### src/design/rrif_pkg.sv
package rrif_pkg;

  localparam int MAX_ENTRIES = 32;
  localparam int IDX_W = (MAX_ENTRIES > 1) ? $clog2(MAX_ENTRIES) : 1;
  localparam int CNT_W = $clog2(MAX_ENTRIES + 1);

  typedef enum logic [1:0] {
    ACT_ENABLE  = 2'd0,
    ACT_DISABLE = 2'd1,
    ACT_FIRE    = 2'd2,
    ACT_NOP     = 2'd3
  } action_t;

  typedef enum logic [1:0] {
    ST_OK        = 2'd0,
    ST_FULL      = 2'd1,
    ST_NOT_FOUND = 2'd2,
    ST_NONE      = 2'd3
  } status_t;

  typedef enum logic {
    S_IDLE,
    S_SCAN
  } fsm_t;

  typedef struct packed {
    logic [1:0] action;
    logic [8:0] exc_num;
  } cmd_t;

  typedef struct packed {
    logic [1:0]  status;
    logic        fired;
    logic [8:0]  fired_num;
    logic [31:0] round_count;
  } result_t;

  typedef struct packed {
    logic       enabled;
    logic [8:0] num;
  } entry_t;

endpackage

### src/design/round_robin_interrupt_firer_core.sv
// Channel   Ports                      Direction  Handshake
// command   start, busy, cmd           in         beat taken when start && !busy
// result    done, result               out        beat shown for one cycle with done
//
// The table lives in a one-port-write, one-port-read memory with a registered read.
// Enable, disable and fire scan the table one entry per cycle; the result beat
// follows in the next cycle. An empty table or the unused action code is answered
// from idle without a scan.
// Reset clears the entry count, pointer, round counter and control state.
// The receiver cannot stall; a new command may be taken while a result is shown.
module round_robin_interrupt_firer_core (
  input  logic             clk,
  input  logic             rst,
  input  logic             start,
  output logic             busy,
  input  rrif_pkg::cmd_t    cmd,
  output logic             done,
  output rrif_pkg::result_t result
);
  import rrif_pkg::*;

  entry_t mem [MAX_ENTRIES];
  entry_t rd_data;
  logic [IDX_W-1:0] rd_addr;
  logic wr_en;
  logic [IDX_W-1:0] wr_addr;
  entry_t wr_data;

  fsm_t state, state_next;
  logic [1:0] act;
  logic [8:0] num;
  logic [IDX_W-1:0] cur, cur_next;
  logic [CNT_W-1:0] visited, visited_next;
  logic [CNT_W-1:0] count, count_next;
  logic [IDX_W-1:0] ptr, ptr_next;
  logic [31:0] rounds, rounds_next;
  logic done_next;
  result_t result_next;

  logic [CNT_W-1:0] count_m1;
  logic is_end, is_last;
  logic [IDX_W-1:0] nxt;
  logic [IDX_W-1:0] start_idx;
  logic [31:0] r_step;

  always_ff @(posedge clk) begin
    if (wr_en) begin
      mem[wr_addr] <= wr_data;
    end
    rd_data <= mem[rd_addr];
  end

  assign count_m1 = CNT_W'(count - CNT_W'(1));
  assign is_end   = (CNT_W'(cur) == count_m1);
  assign is_last  = (visited == count);
  assign nxt      = is_end ? '0 : IDX_W'(cur + IDX_W'(1));
  assign start_idx = (CNT_W'(ptr) >= count) ? '0 : ptr;
  assign busy     = (state != S_IDLE);

  always_comb begin
    state_next   = state;
    cur_next     = cur;
    visited_next = visited;
    count_next   = count;
    ptr_next     = ptr;
    rounds_next  = rounds;
    done_next    = 1'b0;
    result_next  = result;
    rd_addr      = cur;
    wr_en        = 1'b0;
    wr_addr      = cur;
    wr_data      = rd_data;
    r_step       = rounds;

    case (state)
      S_IDLE: begin
        if (start) begin
          result_next.status      = ST_OK;
          result_next.fired       = 1'b0;
          result_next.fired_num   = '0;
          result_next.round_count = rounds;
          if (cmd.action == ACT_NOP) begin
            done_next = 1'b1;
          end else if (count == '0) begin
            done_next = 1'b1;
            case (cmd.action)
              ACT_ENABLE: begin
                wr_en      = 1'b1;
                wr_addr    = '0;
                wr_data    = '{enabled: 1'b1, num: cmd.exc_num};
                count_next = CNT_W'(1);
              end
              ACT_DISABLE: begin
                result_next.status = ST_NOT_FOUND;
              end
              default: begin
                rounds_next             = rounds + 32'd1;
                result_next.status      = ST_NONE;
                result_next.round_count = rounds + 32'd1;
              end
            endcase
          end else begin
            if (cmd.action == ACT_FIRE) begin
              rd_addr  = start_idx;
              cur_next = start_idx;
              ptr_next = start_idx;
            end else begin
              rd_addr  = '0;
              cur_next = '0;
            end
            visited_next = CNT_W'(1);
            state_next   = S_SCAN;
          end
        end
      end
      S_SCAN: begin
        rd_addr = nxt;
        case (act)
          ACT_FIRE: begin
            r_step = is_end ? rounds + 32'd1 : rounds;
            rounds_next = r_step;
            if (rd_data.enabled) begin
              done_next               = 1'b1;
              state_next              = S_IDLE;
              result_next.fired       = 1'b1;
              result_next.fired_num   = rd_data.num;
              result_next.round_count = r_step;
              ptr_next                = nxt;
            end else if (is_last) begin
              done_next               = 1'b1;
              state_next              = S_IDLE;
              rounds_next             = r_step + 32'd1;
              result_next.status      = ST_NONE;
              result_next.round_count = r_step + 32'd1;
            end
          end
          ACT_ENABLE: begin
            if (rd_data.num == num) begin
              done_next  = 1'b1;
              state_next = S_IDLE;
              wr_en      = 1'b1;
              wr_addr    = cur;
              wr_data    = '{enabled: 1'b1, num: rd_data.num};
            end else if (is_last) begin
              done_next  = 1'b1;
              state_next = S_IDLE;
              if (count == CNT_W'(MAX_ENTRIES)) begin
                result_next.status = ST_FULL;
              end else begin
                wr_en      = 1'b1;
                wr_addr    = count[IDX_W-1:0];
                wr_data    = '{enabled: 1'b1, num: num};
                count_next = CNT_W'(count + CNT_W'(1));
              end
            end
          end
          default: begin
            if (rd_data.num == num) begin
              done_next  = 1'b1;
              state_next = S_IDLE;
              wr_en      = 1'b1;
              wr_addr    = cur;
              wr_data    = '{enabled: 1'b0, num: rd_data.num};
            end else if (is_last) begin
              done_next          = 1'b1;
              state_next         = S_IDLE;
              result_next.status = ST_NOT_FOUND;
            end
          end
        endcase
        if (state_next == S_SCAN) begin
          cur_next     = nxt;
          visited_next = CNT_W'(visited + CNT_W'(1));
        end
      end
      default: begin
        state_next = S_IDLE;
      end
    endcase
  end

  always_ff @(posedge clk) begin
    if (rst) begin
      state  <= S_IDLE;
      count  <= '0;
      ptr    <= '0;
      rounds <= '0;
      done   <= 1'b0;
    end else begin
      state  <= state_next;
      count  <= count_next;
      ptr    <= ptr_next;
      rounds <= rounds_next;
      done   <= done_next;
    end
  end

  always_ff @(posedge clk) begin
    result  <= result_next;
    cur     <= cur_next;
    visited <= visited_next;
    if (start && !busy) begin
      act <= cmd.action;
      num <= cmd.exc_num;
    end
  end

endmodule
### config.mk
export PLATFORM = sky130hd
export DESIGN_NAME = round_robin_interrupt_firer_core
export DESIGN_NICKNAME = d
export VERILOG_FILES = /design/src/design/rrif_pkg.sv /design/src/design/round_robin_interrupt_firer_core.sv
export SDC_FILE = /design/constraint.sdc
export NUM_CORES = 1
export LEC_CHECK = 0
export ABC_AREA = 0
export BUFFER_PORTS_ARGS = -buffer_cell sky130_fd_sc_hd__buf_4
export CAP_MARGIN = 5
export CORE_AREA = 4 4 170 336
export CTS_CLUSTER_DIAMETER = 80
export DETAILED_ROUTE_END_ITERATION = 10
export DIE_AREA = 0 0 174 340
export SLEW_MARGIN = 20
export SYNTH_ARGS = -nofsm -noshare
export SYNTH_HDL_FRONTEND = slang
export SYNTH_SLANG_ARGS = --single-unit
### constraint.sdc
create_clock -name clk -period 5.99 [get_ports clk]
set_clock_uncertainty 0.15 [all_clocks]
set_input_delay 0.599 -clock clk [delete_from_list [all_inputs] [get_ports clk]]
set_output_delay 0.599 -clock clk [all_outputs]
set_load 0.01 [all_outputs]
==> impl_summary.md, run 1 <==
Setup path
The endpoint identified for the worst register-to-register timing path is rd_data[1]$_DFF_P_. Data arrives at the worst endpoint at 5.47 ns. The end of the critical path is rd_data[1]$_DFF_P_. The required time of the critical path is 6.25 ns. The worst register-to-register path begins at count[2]$_SDFFE_PP0P_. In this run the worst setup path begins at count[2]$_SDFFE_PP0P_. Measured in cells, the most critical reg-to-reg path has a length of 15. The setup slack of the worst register-to-register path is 0.78 ns. The worst setup path is launched from a flop. STA classifies the critical path endpoint as a flop.

The setup path with the least slack is of type reg2reg. The largest fanout on the critical path is 31.

Synth
In the synthesized netlist the dominant register cell turns out to be sky130_fd_sc_hd__edfxtp_1. The cell count after synthesis is 1,849. In the synthesized netlist the async set-or-reset flop fraction comes to 0%.

The share of the synthesized area in the top cell type is 53.6%. The share of the Yosys chip area taken by registers is 58.7%. Synthesis inferred between 400 and 500 register bits. For this run, the number of Yosys warnings is 0. Dividing the synthesized area by the synthesized cell count gives 11.7 um^2. The largest total area in the synthesized netlist belongs to sky130_fd_sc_hd__edfxtp_1. The synthesized netlist contains 89 unique library cells.

The net count after synthesis is 1,874. The number of flops mapped to enable cells by yosys is 386. Ranked by total cell area, the synthesized netlist is headed by sky130_fd_sc_hd__edfxtp_1 54%, sky130_fd_sc_hd__mux2i_1 6.3%, sky130_fd_sc_hd__dfxtp_1 5.1%.

The synthesized area is between 20,000 and 25,000 um^2.

Clocking
In this run the number of H-tree levels came out at 2. At the later pin of the worst-skew pair, clock insertion delay measures 0.57 ns. The root buffer cell chosen for the clock tree is sky130_fd_sc_hd__clkbuf_16. The number of buffers added by the clock tree synthesis step is 41. The number of sinks driven by the clock tree is about 440. TritonCTS built the clock tree. The number of setup buffers added after CTS is 0. After clock tree synthesis, the clock-pin slew on the worst setup and hold paths is 0.07 ns.

The hold-fix buffer count after cts is 0. Gates resized during post-CTS repair numbered 0. The maximum root-to-sink buffer count is 3.

STA
The share of the clock period used by the worst path after layout is 87.0%. For the pin with the worst max-slew slack, the measured transition is approximately 1.1 ns. The final number of hold-violating endpoints is 0. The final setup violation count is 0.

The final period demand of the worst path is 5.21 ns. The relative max-transition margin is 23.2%. Setup repair after global routing left no endpoint under its margin. The number of max-slew violations in the final report is 0.

Adding up every negative setup slack in the final design gives 0 ns. Based on the critical path, the design can be clocked at up to 192 MHz.

Layout
The number of nets in the layout is approximately 1,900. The library cells used most frequently in the layout, excluding fill and tap cells, are 386 x sky130_fd_sc_hd__edfxtp_1, 161 x sky130_fd_sc_hd__nand2_1, 137 x sky130_fd_sc_hd__mux2i_1, 132 x sky130_fd_sc_hd__nor2_1, 106 x sky130_fd_sc_hd__buf_4. Leaving out fill and tap cells, the most frequent cell in the layout is sky130_fd_sc_hd__edfxtp_1.

The number of fillers in the final layout is 5,051. The number of non-filler instances in the completed layout is between 2,000 and 3,000. The area of all placed cells without fillers is 24,100 um^2. The layout overhead on the synthesized area is 11.5%.

Measured on the finished design, the core utilization comes to 44.3%. The count of inserted antenna diode cells is 0. In the final layout, the share of cells above drive strength 1 is 12.0%.

Placed design
The wire-length estimate of the detail-placed layout is 51,600 um. The final estimated routing congestion in global placement is 0.968. The number of placed instances, taps included, is about 2,500. The total cell area at the placement stage is ~23,000 um^2. The count of input and output buffers is 59.

Global route
The leftover overflow at the end of global routing is 0. Across every metal layer, demand over resource in global routing totals between 20 and 25%. The initial antenna violation count is 0. The first global-routing pass estimated a little over 100,000 um of wire. The number of global-route vias before repair is 15,500.

Entering global routing, the biggest net connects 83 pins.

Floorplanning
The overall die area is 59,200 um^2. The number of I/O pins is 60. The placeable core region is 54,500 um^2. In this run the vertical extent of the chip is 340 um.

For this configuration, the core starts out at a cell density of 39.7%. The cell row count is 121. The chip width is 174 um.

Run status
The flow ran to the end, and the final reports show no timing, DRC or antenna violations.

Job
The tool flagged a number of max-cap violations equal to 0.

Routing
The total DRC errors in the routed layout is 0. The pre-antenna-repair detailed-routing pass consisted of 5 iterations. Detailed routing inserted a total of 15,600 vias. The detailed router's first-iteration violation count is between 1,000 and 1,500.

After detailed routing, the average wire length per cell comes to 27.2 um. In this run the remaining antenna-violating nets after routing total 0. After detailed routing, the number of vias per cell comes to 6.05.

Wires add up to roughly 70,000 um.

Min path
The worst min-delay path class is in2reg.

Pwr
For this design the static power due to leakage is about 8 nW. The maximum resistive drop on vdd is around 290 uV. Dividing total power by cell area gives a power density of about 390 nW/um^2.
metal layers:
metal / GRT usage [%] / vias to the layer above / share of wire (%)
li1: - / 7103 / -
met1: 20.7 / 7612 / 31
met2: 44.0 / 601 / 54
met3: 2.54 / 270 / 4.0
met4: 19.9 / 0 / 11
met5: 0 / - / 0
worst max-delay path, cell delays in order (launching register included):
cell	delay, ns
sky130_fd_sc_hd__dfxtp_1	0.59
sky130_fd_sc_hd__inv_1	0.13
sky130_fd_sc_hd__ha_1	0.33
sky130_fd_sc_hd__a21oi_1	0.13
sky130_fd_sc_hd__o21ai_0	0.15
sky130_fd_sc_hd__a41oi_1	0.54
sky130_fd_sc_hd__nand4_1	0.16
sky130_fd_sc_hd__o211a_1	0.14
sky130_fd_sc_hd__buf_4	0.21
sky130_fd_sc_hd__inv_2	0.58
sky130_fd_sc_hd__buf_4	0.31
sky130_fd_sc_hd__buf_4	0.22
sky130_fd_sc_hd__mux2i_1	0.22
sky130_fd_sc_hd__o22ai_1	0.11
sky130_fd_sc_hd__a2111oi_0	0.95
sky130_fd_sc_hd__nand2_1	0.12
worst min-delay path by stage:
stage                   startpoint             endpoint  slack, ns  depth (start not counted)
2_1_floorplan  ptr[4]$_SDFFE_PP0P_  ptr[4]$_SDFFE_PP0P_       0.33                          2
3_5_place_dp   ptr[3]$_SDFFE_PP0P_  ptr[3]$_SDFFE_PP0P_       0.40                          2
5_1_grt                     cmd[7]     num[7]$_DFFE_PP_       0.06                          1
6_report                    cmd[3]     num[3]$_DFFE_PP_       0.08                          1
3_3_place_gp   ptr[3]$_SDFFE_PP0P_  ptr[3]$_SDFFE_PP0P_       0.40                          2
4_1_cts                     cmd[3]     num[3]$_DFFE_PP_       0.05                          1
cells in the mapped netlist, drive strengths merged (21+ instances only):
library cell	count
edfxtp	386
nor2	136
xor2	48
nor3	46
nor4	33
nand4	38
dfxtp	55
a31oi	27
o22ai	72
clkbuf	74
a21oi	92
inv	22
nand2	162
mux2i	137
xnor2	71
and3	25
a221oi	21
o21ai	55
buf	58
nand3	44
report_power, final:
part	internal [mW]	switching, mW
registers	3.81	0.172
clock network	1.53	1.17
logic	0.785	1.83
total	6.12	3.18
metrics by stage:
| stage | worst slack [ns] | hold slack [ns] | power (mW) |
|---|---|---|---|
| final | 0.778 | 0.0764 | 9.30 |
| after detailed placement | 0.782 | 0.398 | 6.67 |
| after global routing | 0.573 | 0.0602 | 9.64 |
| after CTS | 0.786 | 0.0491 | 9.36 |
| after global placement | 0.799 | 0.398 | 6.64 |
| after floorplan | 2.14 | 0.334 | 5.57 |
logic make-up after synthesis:
| group | after synthesis | synth area share [%] |
|---|---|---|
| buffers and inverters | 155 | 3.17 |
| flip-flops | 441 | 58.7 |
| multiplexers | 143 | 6.67 |
| AND/OR/NAND/NOR | 595 | 14.3 |
| adder cells (fa/ha/maj) | 11 | 0.636 |
| XOR/XNOR | 119 | 4.82 |
| AO/OA/AOI/OAI | 385 | 11.7 |
sequential cells by signal, summed over array words and instances (netlist names):
register and flops:
result 44, rd_data 10, num 9, mem 320, ptr 5, visited 6
busy 1, cur 5, count 6, act 2, rounds 32, done 1
area by class of cell:
class | instances | area [um^2] | share of cell area (%)
clock buffers | 47 | 1050 | 4.35
clock inverters | 28 | 317 | 1.31
inverters | 23 | 86.3 | 0.358
multi-input cells | 1253 | 8310 | 34.5
flip-flops and latches | 441 | 12700 | 52.6
well taps | 676 | 846 | 3.51
repair buffers | 107 | 816 | 3.38
Power figures use the tool's default switching activity.
==> run 2, diff against run 1 <==
==> constraint.sdc (replaced) <==
create_clock -name clk -period 5.99 [get_ports clk]
set_clock_uncertainty 0.15 [all_clocks]
set_input_delay 1.198 -clock clk [delete_from_list [all_inputs] [get_ports clk]]
set_output_delay 1.198 -clock clk [all_outputs]
set_load 0.01 [all_outputs]
==> run 2 against run 1 <==
  * Count of clock-buffer cells in the layout stayed put
  * Die area stayed put
  * Sequential power hardly changed
  * Critical endpoint is now rd_data[4]$_DFF_P_
  * Largest power group unchanged
  * Highest routed layer unchanged
==> impl_summary.md, run 2 (same netlist as run 1, synthesis figures left out) <==
Clocking
Clock latency on the worst-skew pair, taken at its later pin, is 0.57 ns. The clock root buffer master is sky130_fd_sc_hd__clkbuf_16. The post-cts resize count is 0. TritonCTS built the clock tree. Counting along the longest clock path gives a buffer depth of 3.

The H-tree was split into 2 levels. The hold-fix buffer count after cts is 0. The number of sinks driven by the clock tree is 441. The number of buffers added by the clock tree synthesis step is 41. Clock-pin slew was measured on the worst setup and hold paths at 0.07 ns.

After clock tree synthesis, the setup repair step added 0 buffers.

Setup path
Walking the worst path, the cells encountered are inv_1 > ha_1 > a21oi_1 > o21ai_0 > a41oi_1 > nand4_1 > o211a_1 > buf_4 > inv_2 > buf_4 > mux2i_1 > a22oi_1 > a2111oi_1 > nand2_1. The worst setup path is captured at a flop. At the worst endpoint, the required time is 6.26 ns.

The cell type with the highest occurrence count on the critical path is sky130_fd_sc_hd__buf_4. For the worst setup path, the data arrival time is 5.64 ns. For this run, the slowest stage of the critical path takes 1.10 ns. The worst setup path is launched from a flop.

The largest individual stage delay along the critical path comes from the cell sky130_fd_sc_hd__a2111oi_1. In this run the worst path has a maximum fanout of 30. The critical path in this run is classified as reg2reg.

Floorplanning
The chip width is 174 um. The overall die area is 59,200 um^2. The initial utilization of the core area, before any placement, comes to 39.7%.

60 I/O pins were placed. The total area inside the core boundary comes to 54,500 um^2. The floorplan step set the die height to 340 um. In this run the core area contains 121 standard-cell rows.

Routing
The number of vias per cell after detailed routing is around 6. The total DRC errors in the routed layout is 0. The total vias in the final route is roughly 16,000.

In this run the remaining antenna-violating nets after routing total 0. For this run, the detailed router's first-pass iteration total came to 8. In the final routed layout, each cell accounts on average for 26.9 um. For this block, the routed nets add up to roughly 70,000 um of wire. For this block, the initial DRC count from the detailed router was between 1,000 and 1,500.

STA
Setup violations remaining at the end of the flow were counted as 0. On the final layout, the worst hold slack is 0.424 ns. Setup repair after global routing left no endpoint under its margin. The slew at the pin closest to its max-slew limit is 1.15 ns. The share of the clock period used by the worst path after layout is 89.7%. After layout, the worst setup slack is 0.619 ns.

Headroom to the max-slew limit came out at a little under a quarter. The number of max-slew violations in the final report is 0. The final period demand of the worst path is 5.37 ns. The final number of hold-violating endpoints was 0. The top achievable clock speed is between 150 and 200 MHz. The final setup TNS is 0 ns.

Global route
After global routing the overflow that remains totals 0. The number of global-route vias before repair was 15,600. The overall global routing resource usage is 22.6%. The maximum number of pins on one net before global-route repair is 75. The first global-routing pass estimated 101,000 um of wire. The initial antenna violation count is 0.

Placed design
Routability-driven placement finished with a final weighted congestion of 1.00. The worst setup slack before clock tree synthesis is between 0.6 and 0.7 ns. The wire-length estimate of the detail-placed layout is 50,000 um. The total cell area at the placement stage is 22,700 um^2. In this run the tool buffered the top-level ports with 59 buffer cells.

Layout
Leaving out fill and tap cells, the most frequent cell in the layout is sky130_fd_sc_hd__edfxtp_1. The layout overhead on the synthesized area is 11.8%. The total area of multi-input combinational cells is 8310 um^2.

The library cells used most frequently in the layout, excluding fill and tap cells, are 386 x sky130_fd_sc_hd__edfxtp_1, 161 x sky130_fd_sc_hd__nand2_1, 137 x sky130_fd_sc_hd__mux2i_1, 133 x sky130_fd_sc_hd__nor2_1, 105 x sky130_fd_sc_hd__buf_4. The register bank with the most flops is mem. The register with the most flip-flops in the layout has 320 of them.

In the final layout, the share of cells above drive strength 1 is 12.1%. At the end of the flow, the number of nets in the layout was 1,892. The repair_antennas step left the layout with diodes totalling 0. In the final layout, the registers with the most flip-flops are mem: 320 flops, result: 44 flops, rounds: 32 flops.

The sequential cell area in the final layout is ~13,000 um^2. Summing all non-filler instances in the final layout gives an area of 24,200 um^2. The number of fillers in the final layout is 5,072.

Min path
The worst min-delay path class is reg2reg.

Pwr
The leakage power is 8.20 nW. The total power density per cell area is just under 400 nW/um^2. The maximum resistive drop on vdd is 254 uV.

Run status
The run finished with clean final reports.

Job
Max-cap violations in this run came to 0.
run 2: changes by cell type in the layout (fill, tap and decap cells not counted), sizes merged:
cell,delta
inv,+1
bufinv,+2
clkbuf,+1
clkinv,-7
clkinvlp,+2
buf,-1
run 2: stage by stage:
step                      cells  utilization [%]  total power [mW]
after floorplan            1849                -              5.57
after global placement     2499             41.7              6.62
after detailed placement   2499             41.7              6.66
after CTS                  2572             44.3              9.47
after global routing       2573             44.4              9.76
final                      2573             44.4              9.44
run 2: final cells by class:
cell class / count / area share [%]
inverter: 23 / 0.357
multi-input combinational: 1253 / 34.4
clock buffer: 47 / 4.38
sequential: 441 / 52.5
clock inverter: 26 / 1.51
tap: 676 / 3.50
timing repair buffer: 107 / 3.36
run 2: critical path: cells and delay by family (launching register included):
kind | cells | cell delay (ns)
AOI/OAI and AO/OA | 6 | 2.25
and+or+nand+nor | 2 | 0.26
buffers and inverters | 4 | 1.34
adders and majority gates | 1 | 0.34
DFF | 1 | 0.60
muxes | 1 | 0.24
run 2: path summary, 6_finish.rpt:
kind,to,depth (start not counted),slack [ns],from
min reg2reg,ptr[3]$_SDFFE_PP0P_,2,0.42,ptr[3]$_SDFFE_PP0P_
min,ptr[3]$_SDFFE_PP0P_,2,0.42,ptr[3]$_SDFFE_PP0P_
max,rd_data[4]$_DFF_P_,14,0.62,count[2]$_SDFFE_PP0P_
max reg2reg,rd_data[4]$_DFF_P_,14,0.62,count[2]$_SDFFE_PP0P_
run 2: report_power, final:
group          internal, mW  switching [mW]  total [mW]
logic                 0.799            1.86        2.66
clock network          1.63            1.19        2.82
registers              3.81           0.160        3.97
total                  6.23            3.21        9.44
run 2: layer usage:
layer	GRT usage [%]	part of all wire [%]	vias to the layer above
li1	-	-	7077
met1	21.1	32	7695
met2	43.4	54	649
met3	2.64	4.0	264
met4	18.4	9.9	0
met5	0	0	-
